### src/rtl/ahs_pkg.sv
`default_nettype none

package ahs_pkg;

  localparam int CfgIndexW = 3;
  localparam int CfgDataW  = 32;

  localparam logic [CfgIndexW-1:0] CFG_COARSE_SPEED   = 3'd0;
  localparam logic [CfgIndexW-1:0] CFG_FINE_SPEED     = 3'd1;
  localparam logic [CfgIndexW-1:0] CFG_MIDPOINT_SPEED = 3'd2;
  localparam logic [CfgIndexW-1:0] CFG_COARSE_TIMEOUT = 3'd3;
  localparam logic [CfgIndexW-1:0] CFG_BACKOFF_TIME   = 3'd4;
  localparam logic [CfgIndexW-1:0] CFG_FINE_TIMEOUT   = 3'd5;
  localparam logic [CfgIndexW-1:0] CFG_TARGET_POS     = 3'd6;

  localparam logic [2:0] PH_START    = 3'd0;
  localparam logic [2:0] PH_SEEK     = 3'd1;
  localparam logic [2:0] PH_REVERSE  = 3'd2;
  localparam logic [2:0] PH_FINE     = 3'd3;
  localparam logic [2:0] PH_COMPLETE = 3'd4;
  localparam logic [2:0] PH_ABORT    = 3'd5;
  localparam logic [2:0] PH_BAD      = 3'd7;

  localparam logic [1:0] ERR_NONE    = 2'd0;
  localparam logic [1:0] ERR_TIMEOUT = 2'd1;
  localparam logic [1:0] ERR_PHASE   = 2'd2;

  typedef enum logic [5:0] {
    ST_START    = 6'b000001,
    ST_SEEK     = 6'b000010,
    ST_REVERSE  = 6'b000100,
    ST_FINE     = 6'b001000,
    ST_COMPLETE = 6'b010000,
    ST_ABORT    = 6'b100000
  } state_t;

endpackage

`default_nettype wire

### src/rtl/axis_homing_sequencer.sv
`default_nettype none

// Homing sequencer for one axis. Each input word is either a restart or a control
// tick carrying the millisecond time, the limit switch level and the zeroed position;
// every word yields exactly one result word with the held speed command, stop and
// zero pulses, the position-good flag, an error code and the phase. The step logic
// sits between the input handshake and the result register, so a new word is
// accepted every cycle as long as the result register is empty or being drained.
// Configuration writes take effect on the next cycle and must only be issued while
// no result is pending.
module axis_homing_sequencer
  import ahs_pkg::*;
(
  input  wire logic                 clk,
  input  wire logic                 rst_n,

  input  wire logic                 cfg_we,
  input  wire logic [CfgIndexW-1:0] cfg_index,
  input  wire logic [CfgDataW-1:0]  cfg_wdata,

  input  wire logic                 in_valid,
  output      logic                 in_ready,
  input  wire logic                 in_operation,
  input  wire logic [31:0]          in_now_ms,
  input  wire logic                 in_limit_switch,
  input  wire logic signed [31:0]   in_position,

  output      logic                 out_valid,
  input  wire logic                 out_ready,
  output      logic signed [15:0]   out_speed_command,
  output      logic                 out_stop_pulse,
  output      logic                 out_zero_pulse,
  output      logic                 out_position_good,
  output      logic [1:0]           out_error_code,
  output      logic [2:0]           out_phase
);

  logic [14:0]        coarse_speed_r;
  logic [14:0]        fine_speed_r;
  logic signed [15:0] midpoint_speed_r;
  logic [31:0]        coarse_timeout_r;
  logic [31:0]        backoff_time_r;
  logic [31:0]        fine_timeout_r;
  logic signed [31:0] target_pos_r;

  state_t             state_r, state_nxt;
  logic [31:0]        start_ms_r, start_ms_nxt;
  logic signed [15:0] speed_r, speed_nxt;

  logic               out_valid_r;
  logic signed [15:0] speed_out_r;
  logic               stop_r, zero_r, good_r;
  logic [1:0]         err_r;
  logic [2:0]         phase_r;

  logic               stop_nxt, zero_nxt, good_nxt;
  logic [1:0]         err_nxt;
  logic [2:0]         phase_nxt;
  logic [31:0]        elapsed;
  logic               in_accept;

  assign in_ready  = !out_valid_r || out_ready;
  assign in_accept = in_valid && in_ready;
  assign elapsed   = in_now_ms - start_ms_r;

  always_comb begin
    state_nxt    = state_r;
    start_ms_nxt = start_ms_r;
    speed_nxt    = speed_r;
    stop_nxt     = 1'b0;
    zero_nxt     = 1'b0;
    good_nxt     = 1'b0;
    err_nxt      = ERR_NONE;
    if (!in_operation) begin
      state_nxt = ST_START;
    end else begin
      unique case (state_r)
        ST_START: begin
          speed_nxt    = 16'sd0 - $signed({1'b0, coarse_speed_r});
          start_ms_nxt = in_now_ms;
          state_nxt    = ST_SEEK;
        end
        ST_SEEK: begin
          if (in_limit_switch) begin
            speed_nxt    = $signed({1'b0, coarse_speed_r});
            start_ms_nxt = in_now_ms;
            state_nxt    = ST_REVERSE;
          end else if (elapsed > coarse_timeout_r) begin
            speed_nxt = '0;
            state_nxt = ST_ABORT;
          end
        end
        ST_REVERSE: begin
          if (elapsed >= backoff_time_r) begin
            speed_nxt    = 16'sd0 - $signed({1'b0, fine_speed_r});
            start_ms_nxt = in_now_ms;
            state_nxt    = ST_FINE;
          end
        end
        ST_FINE: begin
          if (in_limit_switch) begin
            stop_nxt  = 1'b1;
            zero_nxt  = 1'b1;
            speed_nxt = midpoint_speed_r;
            state_nxt = ST_COMPLETE;
          end else if (elapsed > fine_timeout_r) begin
            speed_nxt = '0;
            state_nxt = ST_ABORT;
          end
        end
        ST_COMPLETE: begin
          if (in_position >= target_pos_r) begin
            speed_nxt = '0;
            good_nxt  = 1'b1;
          end
        end
        ST_ABORT: begin
          speed_nxt = '0;
          err_nxt   = ERR_TIMEOUT;
        end
        default: begin
          speed_nxt = '0;
          err_nxt   = ERR_PHASE;
        end
      endcase
    end
  end

  always_comb begin
    unique case (state_nxt)
      ST_START:    phase_nxt = PH_START;
      ST_SEEK:     phase_nxt = PH_SEEK;
      ST_REVERSE:  phase_nxt = PH_REVERSE;
      ST_FINE:     phase_nxt = PH_FINE;
      ST_COMPLETE: phase_nxt = PH_COMPLETE;
      ST_ABORT:    phase_nxt = PH_ABORT;
      default:     phase_nxt = PH_BAD;
    endcase
  end

  always_ff @(posedge clk) begin
    if (!rst_n) begin
      coarse_speed_r   <= '0;
      fine_speed_r     <= '0;
      midpoint_speed_r <= '0;
      coarse_timeout_r <= '0;
      backoff_time_r   <= '0;
      fine_timeout_r   <= '0;
      target_pos_r     <= '0;
      state_r          <= ST_START;
      start_ms_r       <= '0;
      speed_r          <= '0;
      out_valid_r      <= 1'b0;
    end else begin
      if (cfg_we) begin
        unique case (cfg_index)
          CFG_COARSE_SPEED:   coarse_speed_r   <= cfg_wdata[14:0];
          CFG_FINE_SPEED:     fine_speed_r     <= cfg_wdata[14:0];
          CFG_MIDPOINT_SPEED: midpoint_speed_r <= $signed(cfg_wdata[15:0]);
          CFG_COARSE_TIMEOUT: coarse_timeout_r <= cfg_wdata;
          CFG_BACKOFF_TIME:   backoff_time_r   <= cfg_wdata;
          CFG_FINE_TIMEOUT:   fine_timeout_r   <= cfg_wdata;
          CFG_TARGET_POS:     target_pos_r     <= $signed(cfg_wdata);
          default: ;
        endcase
      end
      if (in_accept) begin
        state_r     <= state_nxt;
        start_ms_r  <= start_ms_nxt;
        speed_r     <= speed_nxt;
        out_valid_r <= 1'b1;
      end else if (out_ready) begin
        out_valid_r <= 1'b0;
      end
    end
  end

  // result payload, loaded only with a new word
  always_ff @(posedge clk) begin
    if (in_accept) begin
      speed_out_r <= speed_nxt;
      stop_r      <= stop_nxt;
      zero_r      <= zero_nxt;
      good_r      <= good_nxt;
      err_r       <= err_nxt;
      phase_r     <= phase_nxt;
    end
  end

  assign out_valid         = out_valid_r;
  assign out_speed_command = speed_out_r;
  assign out_stop_pulse    = stop_r;
  assign out_zero_pulse    = zero_r;
  assign out_position_good = good_r;
  assign out_error_code    = err_r;
  assign out_phase         = phase_r;

endmodule

`default_nettype wire

### config.mk
export PLATFORM = sky130hd
export DESIGN_NAME = axis_homing_sequencer
export DESIGN_NICKNAME = d
export VERILOG_FILES = /design/src/rtl/ahs_pkg.sv /design/src/rtl/axis_homing_sequencer.sv
export SDC_FILE = /design/constraint.sdc
export NUM_CORES = 1
export LEC_CHECK = 0
export ABC_CLOCK_PERIOD_IN_PS = 7500
export BUFFER_PORTS_ARGS = -buffer_cell sky130_fd_sc_hd__buf_2
export CAP_MARGIN = 20
export CORE_MARGIN = 1.5
export CORE_UTILIZATION = 30
export CTS_BUF_LIST = sky130_fd_sc_hd__clkbuf_4
export DETAILED_ROUTE_END_ITERATION = 10
export PLACE_DENSITY = 0.56
export SLEW_MARGIN = 20
export SYNTH_ARGS = -nofsm -noshare
export SYNTH_HDL_FRONTEND = slang
export SYNTH_SLANG_ARGS = --single-unit
export TNS_END_PERCENT = 1
### constraint.sdc
create_clock -name clk -period 7.5 [get_ports clk]
set_input_delay 0.75 -clock clk [delete_from_list [all_inputs] [get_ports clk]]
set_output_delay 0.75 -clock clk [all_outputs]
set_load 0.005 [all_outputs]
==> qor.yml <==
outcome:
  outcome: "completed"
clock_tree:
  cts_resized: 0
  cts_hold_buf: 0
  htreeDepth: 3
  root_buffer: "clkbuf_4"
  clock_latency_ps: 820
  cts_inserted_buffers: 76
  cts_buffer_depth: 3
  path_clk_slew_ps: 70
  clock-sinks: 252
  cts_tree: "done"
  postCtsSetupRepairBufs: 0
die:
  core_area_sq_um: 51200
  dieHeight_microns: 231
  io_pins: 132
  fp.dieArea_sq_um: 53100
  die_w_microns: 231
  start_util: 0.303
  fp-row-count: 83
layout:
  nets: 2399
  area_delta_synth_final_pct: 14.6
  fill_cells: 5394
  final_core_util: 0.348
  drive_gt1_frac: 0.133
global_routing:
  gr-total-overflow: 0
  antenna_found_initial: 3
  grt_pass1_vias: 13500
  grt_use_met1: 0.220
  grt_max_degree: 106
  grt_pass1_wl_microns: 73100
  grtUsageMet2: 0.292
  grtUsageMet3: 0.0346
  track_usage: 0.173
  grt_most_used_layer: "met2"
timing:
  tns_ps: 0
  setup_viol: 0
  slew_headroom: 0.315
  fin_worst_skew_ps: 76.8
  min_period_ps: 6920
  hold_viol_final: 0
  period_share: 0.922
  report.final.slew_viol_count: 0
  fmax_ghz: 0.145
  worstMarginPinSlew_ps: 1030
  rsz0062_at_grt: "no"
  whs_ps: 191
critical_path:
  path_class: "flip-flop to flip-flop"
  worstPathRequired_ps: 7990
  start_kind: "flip-flop"
  endpoint_kind: "flip-flop"
  worst-path-max-fanout: 5
  critPathArrivalTime_ps: 7410
  reg2reg_slack_ps: 580
synth:
  syn_area_sq_um: 15500
  ys_async_sr_fraction: 0
  yosysMostFrequentCell: "nand2_1"
  synth_edf_count: 23
  yosysUniqueCellTypes: 70
  avgSynthCellArea_sq_um: 7.78
  synth_top_area_cell: "dfxtp_1"
  synth_top_area_share: 0.295
  synth_seq_cells: 252
  synth.top_cells.by_count: "nand2_1, dfxtp_1, inv_1, a21boi_0, ha_1"
  synth_flop_cell: "dfxtp_1"
  yosys_warnings: 0
  syn_nets: 2263
  syn_inst: 1995
  yosysSeqAreaShare: 0.340
  synth.area.top_cells: "dfxtp_1, ha_1, nand2_1"
routing:
  ant_nets: 0
  drt-total-wl_microns: 46000
  drt_iter0_drc: 743
  viasPerCell: 4.91
  wl_per_cell_microns: 16.0
  drc: 0
  num_vias: 14100
  first_pass_iters: 5
place:
  dp_hpwl_microns: 33700
  place.gp.congestion: 0.869
  io_buffers: 131
power:
  p_int_mw: 2.43
  p_sw_mw: 1.18
  swShare: 0.326
  p_comb_frac: 0.233
  vdd_drop_max_mv: 0.0720
  leakagePower_nw: 6.51
  clockPowerShare: 0.371
  pwr-share-seq: 0.396
  p_per_area_nw_per_um2: 203
hold_path:
  min_path_type: "primary input to flip-flop"
run:
  maxCapViolations: 0
-- sequential cells by signal, summed over array words and instances, names as in the netlist --
name               cells
coarse_timeout_r      32
out_error_code         2
out_speed_command     16
coarse_speed_r        15
fine_speed_r          15
out_position_good      1
speed_r               16
out_zero_pulse         1
fine_timeout_r        32
target_pos_r          32
start_ms_r            32
backoff_time_r        32
midpoint_speed_r      16
out_phase              3
out_valid              1
state_r                6
-- path summary, 6_finish.rpt --
kind	depth (start not counted)	endpoint	from
max	22	out_phase[1]	start_ms_r[0]
max reg2reg	22	out_phase[1]	start_ms_r[0]
min	3	start_ms_r[7]	in_now_ms[7]
min reg2reg	2	start_ms_r[13]	start_ms_r[13]
-- worst max-delay path, cell delays in order (launching register included) --
cell,delay [ps]
dfxtp_1,330
ha_1,140
inv_1,60
fa_1,420
a211oi_1,230
nor2_1,110
o311ai_0,570
a211oi_1,240
o21ai_0,360
a21oi_1,120
o32ai_1,660
or4b_2,250
nand4_1,190
ha_1,400
nand4_1,170
or4_1,520
o21bai_1,160
o22ai_1,160
a311oi_1,580
o21ai_0,370
xor2_1,220
nor4_1,300
a311oi_1,100
-- power groups by stage --
stage	Sequential, mW	Clock, mW	Combinational (mW)
6_report	1.43	1.34	0.841
5_1_grt	1.44	1.47	0.956
4_1_cts	1.43	1.39	0.843
3_5_place_dp	1.46	0	0.839
3_3_place_gp	1.46	0	0.809
2_1_floorplan	1.45	0	0.576
-- cell usage in the layout, fill, tap and decap left out, types with 28 or more instances in the layout --
| master | count |
|---|---|
| a21boi_0 | 180 |
| nor2_1 | 49 |
| nand3_1 | 47 |
| nand2_1 | 502 |
| a21oi_1 | 68 |
| clkbuf_4 | 115 |
| nor3_1 | 28 |
| inv_1 | 196 |
| a21boi_1 | 30 |
| o21ai_0 | 88 |
| buf_2 | 130 |
| dfxtp_1 | 229 |
| ha_1 | 161 |
-- layout make-up --
cell class,count,area (sq um),area share
Multi-Input combinational cell,1456,9170,0.515
Sequential cell,252,5280,0.296
Clock buffer,115,863,0.0485
Tap cell,680,851,0.0478
Timing Repair Buffer,148,786,0.0442
Inverter,197,739,0.0415
Clock inverter,19,98.8,0.00555
Antenna cell,4,10.0,0.000562
-- through the flow --
stage               setup WS [ps]  cells  total power, mW  cell area, sq um
finish                        582   2871             3.61             17800
global route                  109   2871             3.86             17800
CTS                           820   2867             3.67             17800
detailed placement            278   2733             2.30             16800
global placement              389   2733             2.27             16800
floorplan                    1600   1995             2.03             15500
-- cell families after synthesis --
| kind of cell | count (synthesis) | share of synthesized area |
|---|---|---|
| AND/OR/NAND/NOR | 749 | 0.211 |
| AO/OA/AOI/OAI | 502 | 0.222 |
| buffers and inverters | 287 | 0.0717 |
| flip-flops | 252 | 0.340 |
| adder cells (fa/ha/maj) | 162 | 0.131 |
| XOR/XNOR | 41 | 0.0231 |
| multiplexers | 2 | 0.00137 |
-- metal layers --
layer | wire length (microns) | vias to the layer above
li1 | - | 7165
met1 | 20800 | 6533
met2 | 21800 | 327
met3 | 2290 | 78
met4 | 1170 | 0
met5 | 0 | -
Note: power is estimated with default switching activity, not from simulation.
